**src/rtl/core/b64c_pkg.sv**
```systemverilog
`timescale 1ns / 1ps
// Package for the base64 codec: alphabet mapping functions, result type and
// character constants. No dependencies.
package b64c_pkg;

    localparam int unsigned MAX_RES   = 4;   // results per input beat, at most
    localparam int unsigned GROUP_W   = 18;  // gathered bits of one group
    localparam int unsigned CFG_ADDR_W = 3;
    localparam int unsigned CFG_DATA_W = 32;

    localparam logic [7:0] PAD_CHAR   = 8'h3D;  // '='
    localparam logic [7:0] PLUS_CHAR  = 8'h2B;  // '+'
    localparam logic [7:0] SLASH_CHAR = 8'h2F;  // '/'
    localparam logic [7:0] UPPER_A    = 8'h41;
    localparam logic [7:0] LOWER_A    = 8'h61;
    localparam logic [7:0] DIGIT_0    = 8'h30;

    typedef enum logic {
        MODE_ENCODE = 1'b0,
        MODE_DECODE = 1'b1
    } t_mode;

    typedef struct packed {
        logic [7:0] data;
        logic       last;
        logic       bad;
    } t_result;

    typedef struct packed {
        logic       valid;   // member of the alphabet, '=' included
        logic       pad;     // the '=' character
        logic [5:0] value;
    } t_dec;

    // 6-bit value to alphabet character
    function automatic logic [7:0] enc_char(input logic [5:0] v);
        logic [7:0] c;
        if (v < 6'd26) begin
            c = UPPER_A + {2'b00, v};
        end else if (v < 6'd52) begin
            c = LOWER_A + {2'b00, v} - 8'd26;
        end else if (v < 6'd62) begin
            c = DIGIT_0 + {2'b00, v} - 8'd52;
        end else if (v == 6'd62) begin
            c = PLUS_CHAR;
        end else begin
            c = SLASH_CHAR;
        end
        return c;
    endfunction

    // alphabet character to 6-bit value
    function automatic t_dec dec_char(input logic [7:0] c);
        t_dec d;
        d = '{valid: 1'b1, pad: 1'b0, value: 6'd0};
        if (c >= UPPER_A && c <= UPPER_A + 8'd25) begin
            d.value = 6'(c - UPPER_A);
        end else if (c >= LOWER_A && c <= LOWER_A + 8'd25) begin
            d.value = 6'(c - LOWER_A + 8'd26);
        end else if (c >= DIGIT_0 && c <= DIGIT_0 + 8'd9) begin
            d.value = 6'(c - DIGIT_0 + 8'd52);
        end else if (c == PLUS_CHAR) begin
            d.value = 6'd62;
        end else if (c == SLASH_CHAR) begin
            d.value = 6'd63;
        end else if (c == PAD_CHAR) begin
            d.pad = 1'b1;
        end else begin
            d.valid = 1'b0;
        end
        return d;
    endfunction

endpackage

```
**src/rtl/core/base64_codec.sv**
```systemverilog
`timescale 1ns / 1ps
// Base64 codec top level: streaming encoder/decoder with an APB mode register.
// Depends on b64c_pkg.
//
//  channel | direction | handshake                 | payload
//  --------+-----------+---------------------------+------------------------------------
//  in      | sink      | i_in_valid / o_in_ready   | i_in_byte, i_in_last
//  out     | source    | o_out_valid / i_out_ready | o_out_byte, o_out_last, o_bad_input
//  cfg     | APB slave | psel, penable, pready     | paddr, pwdata, prdata
//
// Each input beat is decoded combinationally and written into a result buffer of up to four beats,
// which drains one beat per cycle while i_out_ready is high. The drain of that buffer sets
// the rate of input beats: in encode mode every third byte, and the last, yields four results;
// in decode mode a completed group yields up to three and a bad character one error beat.
// A new beat is taken in the cycle the last buffered result leaves.
// Reset is synchronous; it clears the mode, the group and the error latch.
module base64_codec (
    input  logic                               i_clk,
    input  logic                               i_rst_n,
    input  logic                               i_in_valid,
    output logic                               o_in_ready,
    input  logic [7:0]                         i_in_byte,
    input  logic                               i_in_last,
    output logic                               o_out_valid,
    input  logic                               i_out_ready,
    output logic [7:0]                         o_out_byte,
    output logic                               o_out_last,
    output logic                               o_bad_input,
    input  logic                               psel,
    input  logic                               penable,
    input  logic                               pwrite,
    input  logic [b64c_pkg::CFG_ADDR_W-1:0]    paddr,
    input  logic [b64c_pkg::CFG_DATA_W-1:0]    pwdata,
    output logic [b64c_pkg::CFG_DATA_W-1:0]    prdata,
    output logic                               pready
);
    import b64c_pkg::*;

    localparam int unsigned IDX_W = $clog2(MAX_RES);
    localparam int unsigned CNT_W = $clog2(MAX_RES + 1);

    t_mode               r_mode;
    logic [GROUP_W-1:0]  r_group, n_group;
    logic [1:0]          r_gcnt, n_gcnt;
    logic                r_pad, n_pad;
    logic                r_err, n_err;

    t_result             r_res [MAX_RES];
    t_result             n_res [MAX_RES];
    logic [CNT_W-1:0]    r_cnt, n_cnt;
    logic [IDX_W-1:0]    r_idx;

    logic                cfg_wr;
    logic                in_acc;
    logic                out_acc;
    t_dec                dec;
    logic [23:0]         word;

    assign pready  = 1'b1;
    assign prdata  = {{(CFG_DATA_W-1){1'b0}}, r_mode};
    assign cfg_wr  = psel && penable && pwrite && pready && (paddr[CFG_ADDR_W-1] == 1'b0);

    assign o_out_valid = (r_cnt != '0);
    assign o_out_byte  = r_res[r_idx].data;
    assign o_out_last  = r_res[r_idx].last;
    assign o_bad_input = r_res[r_idx].bad;
    assign out_acc     = o_out_valid && i_out_ready;
    assign o_in_ready  = (r_cnt == '0) || (r_cnt == CNT_W'(1) && i_out_ready);
    assign in_acc      = i_in_valid && o_in_ready;

    assign dec = dec_char(i_in_byte);

    always_comb begin
        n_group = r_group;
        n_gcnt  = r_gcnt;
        n_pad   = r_pad;
        n_err   = r_err;
        n_cnt   = '0;
        word    = '0;
        for (int k = 0; k < MAX_RES; k++) begin
            n_res[k] = '{data: 8'h00, last: 1'b0, bad: 1'b0};
        end

        if (r_err) begin
            // drop beats until the end of the message
            if (i_in_last) begin
                n_err = 1'b0;
            end
        end else if (r_mode == MODE_DECODE) begin
            if (!dec.valid || (dec.pad && r_gcnt < 2'd2) || (r_gcnt < 2'd3 && i_in_last)) begin
                n_group  = '0;
                n_gcnt   = '0;
                n_pad    = 1'b0;
                n_err    = !i_in_last;
                n_res[0] = '{data: 8'h00, last: i_in_last, bad: 1'b1};
                n_cnt    = CNT_W'(1);
            end else if (r_gcnt < 2'd3) begin
                n_group = {r_group[GROUP_W-7:0], (dec.pad ? 6'd0 : dec.value)};
                n_gcnt  = r_gcnt + 2'd1;
                n_pad   = r_pad || dec.pad;
            end else begin
                word     = {r_group, (dec.pad ? 6'd0 : dec.value)};
                n_group  = '0;
                n_gcnt   = '0;
                n_pad    = 1'b0;
                n_res[0] = '{data: word[23:16], last: 1'b0, bad: 1'b0};
                n_res[1] = '{data: word[15:8],  last: 1'b0, bad: 1'b0};
                n_res[2] = '{data: word[7:0],   last: i_in_last, bad: 1'b0};
                if (r_pad) begin
                    n_res[0].last = i_in_last;
                    n_cnt = CNT_W'(1);
                end else if (dec.pad) begin
                    n_res[1].last = i_in_last;
                    n_cnt = CNT_W'(2);
                end else begin
                    n_cnt = CNT_W'(3);
                end
            end
        end else begin
            if (r_gcnt >= 2'd2) begin
                word = {r_group[15:0], i_in_byte};
            end else if (r_gcnt == 2'd1) begin
                word = {r_group[7:0], i_in_byte, 8'h00};
            end else begin
                word = {i_in_byte, 16'h0000};
            end
            n_res[0] = '{data: enc_char(word[23:18]), last: 1'b0, bad: 1'b0};
            n_res[1] = '{data: enc_char(word[17:12]), last: 1'b0, bad: 1'b0};
            n_res[2] = '{data: enc_char(word[11:6]),  last: 1'b0, bad: 1'b0};
            n_res[3] = '{data: enc_char(word[5:0]),   last: i_in_last, bad: 1'b0};
            if (r_gcnt >= 2'd2 || i_in_last) begin
                // group complete or message end: pad a short final group with '='
                if (r_gcnt == 2'd0) begin
                    n_res[2].data = PAD_CHAR;
                end
                if (r_gcnt < 2'd2) begin
                    n_res[3].data = PAD_CHAR;
                end
                n_group = '0;
                n_gcnt  = '0;
                n_cnt   = CNT_W'(4);
            end else begin
                n_group = {r_group[GROUP_W-9:0], i_in_byte};
                n_gcnt  = r_gcnt + 2'd1;
            end
        end
    end

    always_ff @(posedge i_clk) begin
        if (!i_rst_n) begin
            r_mode  <= MODE_ENCODE;
            r_group <= '0;
            r_gcnt  <= '0;
            r_pad   <= 1'b0;
            r_err   <= 1'b0;
            r_cnt   <= '0;
            r_idx   <= '0;
        end else begin
            if (cfg_wr) begin
                // mode write restarts the codec
                r_mode  <= t_mode'(pwdata[0]);
                r_group <= '0;
                r_gcnt  <= '0;
                r_pad   <= 1'b0;
                r_err   <= 1'b0;
            end else if (in_acc) begin
                r_group <= n_group;
                r_gcnt  <= n_gcnt;
                r_pad   <= n_pad;
                r_err   <= n_err;
            end

            if (in_acc) begin
                r_cnt <= n_cnt;
                r_idx <= '0;
            end else if (out_acc) begin
                r_cnt <= r_cnt - CNT_W'(1);
                r_idx <= r_idx + IDX_W'(1);
            end
        end
    end

    always_ff @(posedge i_clk) begin
        if (in_acc) begin
            for (int k = 0; k < MAX_RES; k++) begin
                r_res[k] <= n_res[k];
            end
        end
    end

endmodule

```
**config.mk**
```make
export PLATFORM = sky130hd
export DESIGN_NAME = base64_codec
export DESIGN_NICKNAME = d
export VERILOG_FILES = /design/src/rtl/core/b64c_pkg.sv /design/src/rtl/core/base64_codec.sv
export SDC_FILE = /design/constraint.sdc
export NUM_CORES = 1
export LEC_CHECK = 0
export BUFFER_PORTS_ARGS = -buffer_cell sky130_fd_sc_hd__buf_2
export CORE_ASPECT_RATIO = 1.5
export CORE_MARGIN = 2
export CORE_UTILIZATION = 45
export DETAILED_ROUTE_END_ITERATION = 10
export PLACE_DENSITY = 0.66
export SLEW_MARGIN = 15
export SYNTH_ARGS = -nofsm -noshare
export SYNTH_HDL_FRONTEND = slang
export SYNTH_SLANG_ARGS = --single-unit
```
**constraint.sdc**
```tcl
create_clock -name i_clk -period 5.5 [get_ports i_clk]
set_input_delay 1.1 -clock i_clk [delete_from_list [all_inputs] [get_ports i_clk]]
set_output_delay 1.1 -clock i_clk [all_outputs]
set_load 0.05 [all_outputs]
```
==> implementation parameters, run 1 <==
Parameter                              Value

Clock network
  Number of buffers on the longest clock path    2
  Count of H-tree levels built during CTS    3
  Clock sinks    67
  Post-CTS repair timing setup buffer count    0
  CTS clock-pin slew for the worst setup and hold paths    0.06 ns
  TritonCTS clock tree    done
  Number of buffers created by CTS    9
  Clock insertion delay at the later pin of the skew report    0.33 ns
  Cts-stage hold buffer count    0
  Number of gates resized after cts    0
  Clock root buffer master    sky130_fd_sc_hd__clkbuf_16

Critical path
  Critical-path cell list    inv_1 > ha_1 > mux2_2 > mux2i_1 > inv_1 > ha_1 > o211a_1 > a311oi_1 > o21a_2 > o21ai_0 > o2bb2ai_1 > a221o_1
  Worst reg2reg endpoint    r_res[0][5]$_SDFFCE_PP0P_
  Arr. time, crit path    4.14 ns
  Critical path start-end classification    reg -> reg
  Number of gates on the worst path with buffers counted    12
  CP Capture Point    r_res[0][5]$_SDFFCE_PP0P_
  Depth of the most critical reg-to-reg path    12
  Worst-path maximum fanout    17
  Buffers & Inverters on Critical Path    2
  Peak per-stage delay on the critical path    0.79 ns
  Worst-case register-to-register setup slack    1.44 ns
  Start point of the critical path    r_gcnt[1]$_SDFFE_PP0P_
  CP startpoint kind    flip-flop
  Slowest CP cell    sky130_fd_sc_hd__ha_1
  Capturing element type of the critical path    flip-flop
  Cell class contributing the biggest share of worst-path delay    compound AO/OA/AOI/OAI gates
  Data required time of the worst path    5.58 ns
  R2r startpoint    r_gcnt[1]$_SDFFE_PP0P_

GRT
  Number of global-route vias before repair    5046
  Maximum number of pins on one net before global-route repair    40
  Number of antenna violations at the first check in global routing    0
  Total overflow reported by the global router    0
  Wire length of the first global-routing pass    26.10 mm
  GRT Overall Usage    0.2326

STA
  Clock Skews    0.007137 ns
  Final slew viol count    0
  F_max    0.2463 GHz
  Count of endpoints failing setup in the final report    0
  RSZ-0062 raised after global routing    no
  Headroom to the max-slew limit    0.2687
  Final hold vios    0
  Worst Tran Pin Value    1.089 ns
  Part of the cycle the worst path needs    0.7383
  Setup Total Neg Slack    0 ns
  Post-route setup slack    1.439 ns
  Final period demand of the worst path    4.061 ns
  Smallest hold slack    0.5015 ns

Finish
  Share of cells above drive strength 1    0.1473
  Number of antenna repair diodes    0
  Commonest non-fill, non-tap cell in the layout    sky130_fd_sc_hd__nand2_1
  Nets@finish    760
  Layout overhead on the synthesized area    5.113%
  Commonest cells after routing, fill and taps aside    66 x sky130_fd_sc_hd__nand2_1, 48 x sky130_fd_sc_hd__nor2_1, 48 x sky130_fd_sc_hd__o21ai_0
  # fillers    1282

Outcome
  Run status    completed

Drt
  DRT Pass-1 Iters    7
  Detail-routed net length per standard cell    19.43 um
  Total Routed Length    16.29 mm
  Initial DRC count    568
  Remaining antenna violation count after routing    0
  DR DRC count    0
  Vias per cell    6.218
  Vias post-DR    5211

Yosys
  Synthesis warning total    0
  Async SR Flop Fraction    0
  Post-synthesis sequential element count    67
  Register area share after synthesis    0.2903
  Post-synthesis area per instance    8.749 sq um
  Cell count after synthesis    674
  Number of unique standard cell types used by synthesis    88
  Cell area after synthesis    0.005897 sq mm
  Number of flops mapped to enable cells by yosys    37
  Top FF cell, synth    sky130_fd_sc_hd__edfxtp_1

Die
  Die H    144.2 um
  Floorplan die area    0.01405 sq mm
  Width of the die    97.47 um
  Starting utilization of the core area    0.4575
  FP Rows    51
  Placeable core region    0.01289 sq mm
  I/O Pins    96

Hold path
  Hold crit path type    reg -> reg

Power and ir drop
  Maximum vdd ir drop    0.0002460 V
  Leakage    2.414 nW
  Power density cells    400.2 mW/mm^2
  Total Power    0.002481 W

Placement
  Setup slack at placement    1.512 ns
  HPWL after DPL    12.00 mm
  Placer's final routability congestion estimate    0.8456
  Quantity of I/O buffers inserted on ports    30

Job
  Count of maximum capacitance violations    0
worst min path at each step:
stage	slack [ns]	cells after the start	end	from
after floorplan	0.47	2	r_gcnt[0]$_SDFFE_PP0P_	r_gcnt[0]$_SDFFE_PP0P_
after global placement	0.49	2	r_gcnt[0]$_SDFFE_PP0P_	r_gcnt[0]$_SDFFE_PP0P_
after detailed placement	0.50	2	r_gcnt[0]$_SDFFE_PP0P_	r_gcnt[0]$_SDFFE_PP0P_
after CTS	0.50	2	r_gcnt[0]$_SDFFE_PP0P_	r_gcnt[0]$_SDFFE_PP0P_
after global routing	0.54	2	r_gcnt[0]$_SDFFE_PP0P_	r_gcnt[0]$_SDFFE_PP0P_
final	0.50	2	r_gcnt[0]$_SDFFE_PP0P_	r_gcnt[0]$_SDFFE_PP0P_
tightest hold or removal path, stage by stage, from the launching register on:
cell and delay [ns]:
sky130_fd_sc_hd__dfxtp_1 0.34, sky130_fd_sc_hd__nand2_1 0.06, sky130_fd_sc_hd__a21oi_1 0.06
Yosys cell counts (4+ instances only):
| cell type | instances | share of area |
|---|---|---|
| sky130_fd_sc_hd__and2_1 | 4 | 0.0042 |
| sky130_fd_sc_hd__buf_4 | 37 | 0.047 |
| sky130_fd_sc_hd__a22o_1 | 7 | 0.010 |
| sky130_fd_sc_hd__nand3_1 | 16 | 0.014 |
| sky130_fd_sc_hd__a21oi_1 | 38 | 0.032 |
| sky130_fd_sc_hd__nand2b_1 | 7 | 0.0074 |
| sky130_fd_sc_hd__a221oi_1 | 14 | 0.021 |
| sky130_fd_sc_hd__buf_2 | 11 | 0.0093 |
| sky130_fd_sc_hd__o31ai_1 | 6 | 0.0076 |
| sky130_fd_sc_hd__inv_1 | 34 | 0.022 |
| sky130_fd_sc_hd__xor2_1 | 7 | 0.010 |
| sky130_fd_sc_hd__a311oi_1 | 8 | 0.012 |
| sky130_fd_sc_hd__buf_1 | 4 | 0.0025 |
| sky130_fd_sc_hd__a21o_1 | 5 | 0.0064 |
| sky130_fd_sc_hd__o211ai_1 | 9 | 0.011 |
| sky130_fd_sc_hd__o21ai_0 | 48 | 0.041 |
| sky130_fd_sc_hd__dfxtp_1 | 30 | 0.10 |
| sky130_fd_sc_hd__nor2b_1 | 5 | 0.0053 |
| sky130_fd_sc_hd__o22ai_1 | 4 | 0.0042 |
| sky130_fd_sc_hd__nor3_1 | 14 | 0.012 |
| sky130_fd_sc_hd__ha_1 | 35 | 0.074 |
| sky130_fd_sc_hd__a31oi_1 | 7 | 0.0074 |
| sky130_fd_sc_hd__clkbuf_1 | 17 | 0.011 |
| sky130_fd_sc_hd__mux4_2 | 9 | 0.034 |
| sky130_fd_sc_hd__nor2_1 | 48 | 0.031 |
| sky130_fd_sc_hd__buf_6 | 6 | 0.011 |
| sky130_fd_sc_hd__xnor2_1 | 14 | 0.021 |
| sky130_fd_sc_hd__mux2i_1 | 11 | 0.019 |
| sky130_fd_sc_hd__o221ai_1 | 5 | 0.0074 |
| sky130_fd_sc_hd__edfxtp_1 | 37 | 0.19 |
| sky130_fd_sc_hd__a211oi_1 | 10 | 0.013 |
| sky130_fd_sc_hd__a31oi_2 | 4 | 0.0085 |
| sky130_fd_sc_hd__nand2_1 | 66 | 0.042 |
| sky130_fd_sc_hd__mux2_2 | 4 | 0.0076 |
| sky130_fd_sc_hd__o21a_1 | 10 | 0.013 |
| sky130_fd_sc_hd__and3_1 | 4 | 0.0042 |
per-layer routing:
metal / global-route usage / share of wire / vias to the layer above
met4: 0.1031 / 0.036 / 0
li1: - / - / 2435
met5: 0 / 0 / -
met3: 0.02562 / 0.059 / 42
met1: 0.2780 / 0.40 / 2471
met2: 0.4211 / 0.50 / 263
cell type report:
type	count	area, sq um	share of cell area
multi-input cells	524	3665	0.5912
inverters	37	138.9	0.02241
clock buffers	11	264.0	0.04259
well taps	159	198.9	0.03210
flip-flops and latches	67	1712	0.2761
clock inverters	5	32.53	0.005248
repair buffers	35	187.7	0.03028
through the flow:
| stage | cells | util | cell area, sq um |
|---|---|---|---|
| 2_1_floorplan | 704 | - | 6010 |
| 3_3_place_gp | 822 | 0.4579 | 5902 |
| 3_5_place_dp | 822 | 0.4579 | 5902 |
| 4_1_cts | 838 | 0.4809 | 6198 |
| 5_1_grt | 838 | 0.4809 | 6198 |
| 6_report | 838 | 0.4809 | 6198 |
registers in the layout, indices dropped and copies added, names as in the netlist, named ones only:
name	flops
r_gcnt	2
r_group	18
r_mode	1
r_pad	1
r_err	1
r_cnt	3
r_res	37
r_idx	2
power breakdown:
| group | internal (W) | switching (W) |
|---|---|---|
| Clock | 0.000344 | 0.000216 |
| Sequential | 0.000715 | 0.000127 |
| Combinational | 0.000349 | 0.000730 |
cells by family (layout without fill, tap and decap cells):
logic type,Yosys count,count (layout),share of synthesized area
AOI/OAI and AO/OA,212,212,0.2557
and+or+nand+nor,195,195,0.1649
other,2,32,0.001274
DFF,67,67,0.2903
buffers and inverters,113,88,0.1082
adders and majority gates,35,35,0.07426
xor gates and xnor gates,21,21,0.03119
muxes,29,29,0.07426
(Power assumes the default switching activity.)
==> inputs of run 2 (changes only) <==
- PLACE_DENSITY: 0.66 -> 0.68
- clock period: 5.5 -> 3.45 ns (I/O delays scaled with it)
==> run 2 against run 1 <==
Against the previous run: clock skew increased by 0.0021 ns; die area unchanged; highest routed layer unchanged; worst hold slack improved by 0.0066 ns; clock power increased by 57%; critical path depth unchanged.
==> implementation parameters, run 2 (synthesized netlist as in run 1, its figures left out) <==
Parameter                              Value

Hold path
  Hold Path Stages    2 (unchanged)
  Min-Delay Endpoint    r_gcnt[0]$_SDFFE_PP0P_ (unchanged)
  Startpoint of the lowest-slack hold path    r_gcnt[0]$_SDFFE_PP0P_ (unchanged)
  Hold crit path type    reg -> reg (unchanged)

Drt
  Remaining antenna violation count after routing    0 (unchanged)
  Detail-routed net length per standard cell    19.12 um (was 19.43 um)
  Total Routed Length    16.66 mm (was 16.29 mm)
  DR DRC count    0 (unchanged)
  Vias per cell    6.042 (was 6.218)
  DRT Pass-1 Iters    5 (was 7)
  Vias post-DR    5263 (was 5211)
  Initial DRC count    509 (was 568)

Finish
  Number of antenna repair diodes    0 (unchanged)
  Commonest non-fill, non-tap cell in the layout    sky130_fd_sc_hd__nand2_1 (unchanged)
  Area of all sequential standard cells    0.001712 sq mm (unchanged)
  Commonest cells after routing, fill and taps aside    66 x sky130_fd_sc_hd__nand2_1, 48 x sky130_fd_sc_hd__nor2_1, 47 x sky130_fd_sc_hd__o21ai_0 (was 66 x sky130_fd_sc_hd__nand2_1, 48 x sky130_fd_sc_hd__nor2_1, 48 x sky130_fd_sc_hd__o21ai_0)
  Layout overhead on the synthesized area    9.569% (was 5.113%)
  Top flop regs    r_res x37, r_group x18, r_cnt x3 (unchanged)
  # fillers    1214 (was 1282)
  Number of flip-flops in the largest register    37 (unchanged)
  Share of cells above drive strength 1    0.1910 (was 0.1473)
  Register with the most flip-flops    r_res (unchanged)
  Final standard cell count with taps included and fillers excluded    871 (was 838)
  Area of the multi-input gates    0.003681 sq mm (was 0.003665 sq mm)
  Nets@finish    793 (was 760)

Placement
  Cell count after placement    855 (was 822)
  Placer's final routability congestion estimate    0.9182 (was 0.8456)
  Setup slack at placement    0.1815 ns (was 1.512 ns)
  Quantity of I/O buffers inserted on ports    30 (unchanged)
  HPWL after DPL    12.67 mm (was 12.00 mm)

Clock network
  Clock sinks    67 (unchanged)
  CTS clock-pin slew for the worst setup and hold paths    0.05 ns (was 0.06 ns)
  Clock insertion delay at the later pin of the skew report    0.33 ns (about the same)
  Number of buffers created by CTS    9 (unchanged)
  TritonCTS clock tree    done (unchanged)
  Count of H-tree levels built during CTS    3 (unchanged)
  Post-CTS repair timing setup buffer count    0 (unchanged)
  Clock root buffer master    sky130_fd_sc_hd__clkbuf_16 (unchanged)
  Number of buffers on the longest clock path    2 (unchanged)

Critical path
  Depth of the most critical reg-to-reg path    12 (unchanged)
  Worst-path maximum fanout    5 (was 17)
  R2r startpoint    r_gcnt[1]$_SDFFE_PP0P_ (unchanged)
  CP startpoint kind    flip-flop (unchanged)
  Arr. time, crit path    3.30 ns (was 4.14 ns)
  Start point of the critical path    r_gcnt[1]$_SDFFE_PP0P_ (unchanged)
  Data required time of the worst path    3.52 ns (was 5.58 ns)
  Capturing element type of the critical path    flip-flop (unchanged)
  Critical path start-end classification    reg -> reg (unchanged)
  Worst-case register-to-register setup slack    0.22 ns (was 1.44 ns)
  Worst reg2reg endpoint    r_res[0][5]$_SDFFCE_PP0P_ (unchanged)

STA
  Clock Skews    0.009280 ns (was 0.007137 ns)
  RSZ-0062 raised after global routing    no (unchanged)
  Final slew viol count    0 (unchanged)
  Final period demand of the worst path    3.231 ns (was 4.061 ns)
  Post-route setup slack    0.2191 ns (was 1.439 ns)
  Count of endpoints failing setup in the final report    0 (unchanged)
  Part of the cycle the worst path needs    0.9365 (was 0.7383)
  Headroom to the max-slew limit    0.4688 (was 0.2687)
  F_max    0.3095 GHz (was 0.2463 GHz)
  Final hold vios    0 (unchanged)
  Setup Total Neg Slack    0 ns (unchanged)
  Worst Tran Pin Value    0.7967 ns (was 1.089 ns)

Job
  Count of maximum capacitance violations    0 (unchanged)

Die
  Floorplan die area    0.01405 sq mm (unchanged)
  Starting utilization of the core area    0.4575 (unchanged)
  Width of the die    97.47 um (unchanged)
  I/O Pins    96 (unchanged)
  Placeable core region    0.01289 sq mm (unchanged)
  Die H    144.2 um (unchanged)
  FP Rows    51 (unchanged)

GRT
  Wire length of the first global-routing pass    26.83 mm (was 26.10 mm)
  Number of antenna violations at the first check in global routing    0 (unchanged)
  Total overflow reported by the global router    0 (unchanged)
  Maximum number of pins on one net before global-route repair    34 (was 40)
  GRT Overall Usage    0.2393 (was 0.2326)
  Number of global-route vias before repair    5068 (was 5046)

Outcome
  Run status    completed (unchanged)

Power and ir drop
  Leakage    2.571 nW (was 2.414 nW)
  Maximum vdd ir drop    0.0002703 V (was 0.0002460 V)
  Power density cells    619.5 mW/mm^2 (was 400.2 mW/mm^2)
## run 2: per-layer routing
layer  GRT usage  part of all wire  vias to the layer above
met5           0                 0                        -
met4     0.08480             0.029                        0
met3     0.02803             0.048                       37
met2      0.4377              0.52                      224
met1      0.2900              0.40                     2506
li1            -                 -                     2496
## run 2: power breakdown
group | internal (W) | total (W) | leakage, nW | switching, W
logic | 0.000607 | 0.00180 | 1.83 | 0.00119
clock network | 0.000533 | 0.000880 | 0.145 | 0.000347
registers | 0.00114 | 0.00133 | 0.591 | 0.000187
total | 0.00228 | 0.00400 | 2.57 | 0.00172
## run 2: area by class of cell
type	instances	area share
repair buffers	68	0.06739
flip-flops and latches	67	0.2649
inverters	37	0.02149
clock inverters	6	0.006971
multi-input cells	524	0.5697
clock buffers	10	0.03873
well taps	159	0.03079
## run 2: what timing repair did
| item | 4_1_cts | 5_1_grt |
|---|---|---|
| hold buffers | 0 | 0 |
| setup endpoints to repair | 0 | 6 |
| resized for setup | 0 | 3 |
## run 2: stage by stage
stage          power (W)  hold slack (ns)  area, sq um    util
2_1_floorplan   0.002697           0.4703         6023       -
3_3_place_gp    0.003097           0.4856         6162  0.4781
3_5_place_dp    0.003120           0.5028         6162  0.4781
4_1_cts         0.004000           0.5080         6457  0.5010
5_1_grt         0.004221           0.5425         6461  0.5013
6_report        0.004003           0.5081         6461  0.5013
## run 2: how the worst max path moves through the flow
stage                                 to  cells past startpoint  slack (ns)
3_5_place_dp   r_res[2][3]$_SDFFCE_PP0P_                     12        0.18
4_1_cts        r_res[2][3]$_SDFFCE_PP0P_                     12        0.17
2_1_floorplan  r_res[0][5]$_SDFFCE_PP0P_                     16       0.003
6_report       r_res[0][5]$_SDFFCE_PP0P_                     12        0.22
3_3_place_gp   r_res[2][6]$_SDFFCE_PP0P_                     12        0.23
5_1_grt        r_res[2][4]$_SDFFCE_PP0P_                     13        0.04
## run 2: worst max-delay path, stage by stage (launching register included)
cell and delay [ns]:
sky130_fd_sc_hd__dfxtp_1 0.35, sky130_fd_sc_hd__inv_1 0.16, sky130_fd_sc_hd__ha_1 0.25, sky130_fd_sc_hd__mux2_2 0.38, sky130_fd_sc_hd__mux2i_4 0.17, sky130_fd_sc_hd__inv_1 0.12
sky130_fd_sc_hd__ha_1 0.25, sky130_fd_sc_hd__o211a_1 0.14, sky130_fd_sc_hd__a311oi_1 0.33, sky130_fd_sc_hd__o21a_2 0.23, sky130_fd_sc_hd__o21ai_0 0.14, sky130_fd_sc_hd__o2bb2ai_1 0.15
sky130_fd_sc_hd__a221o_1 0.31
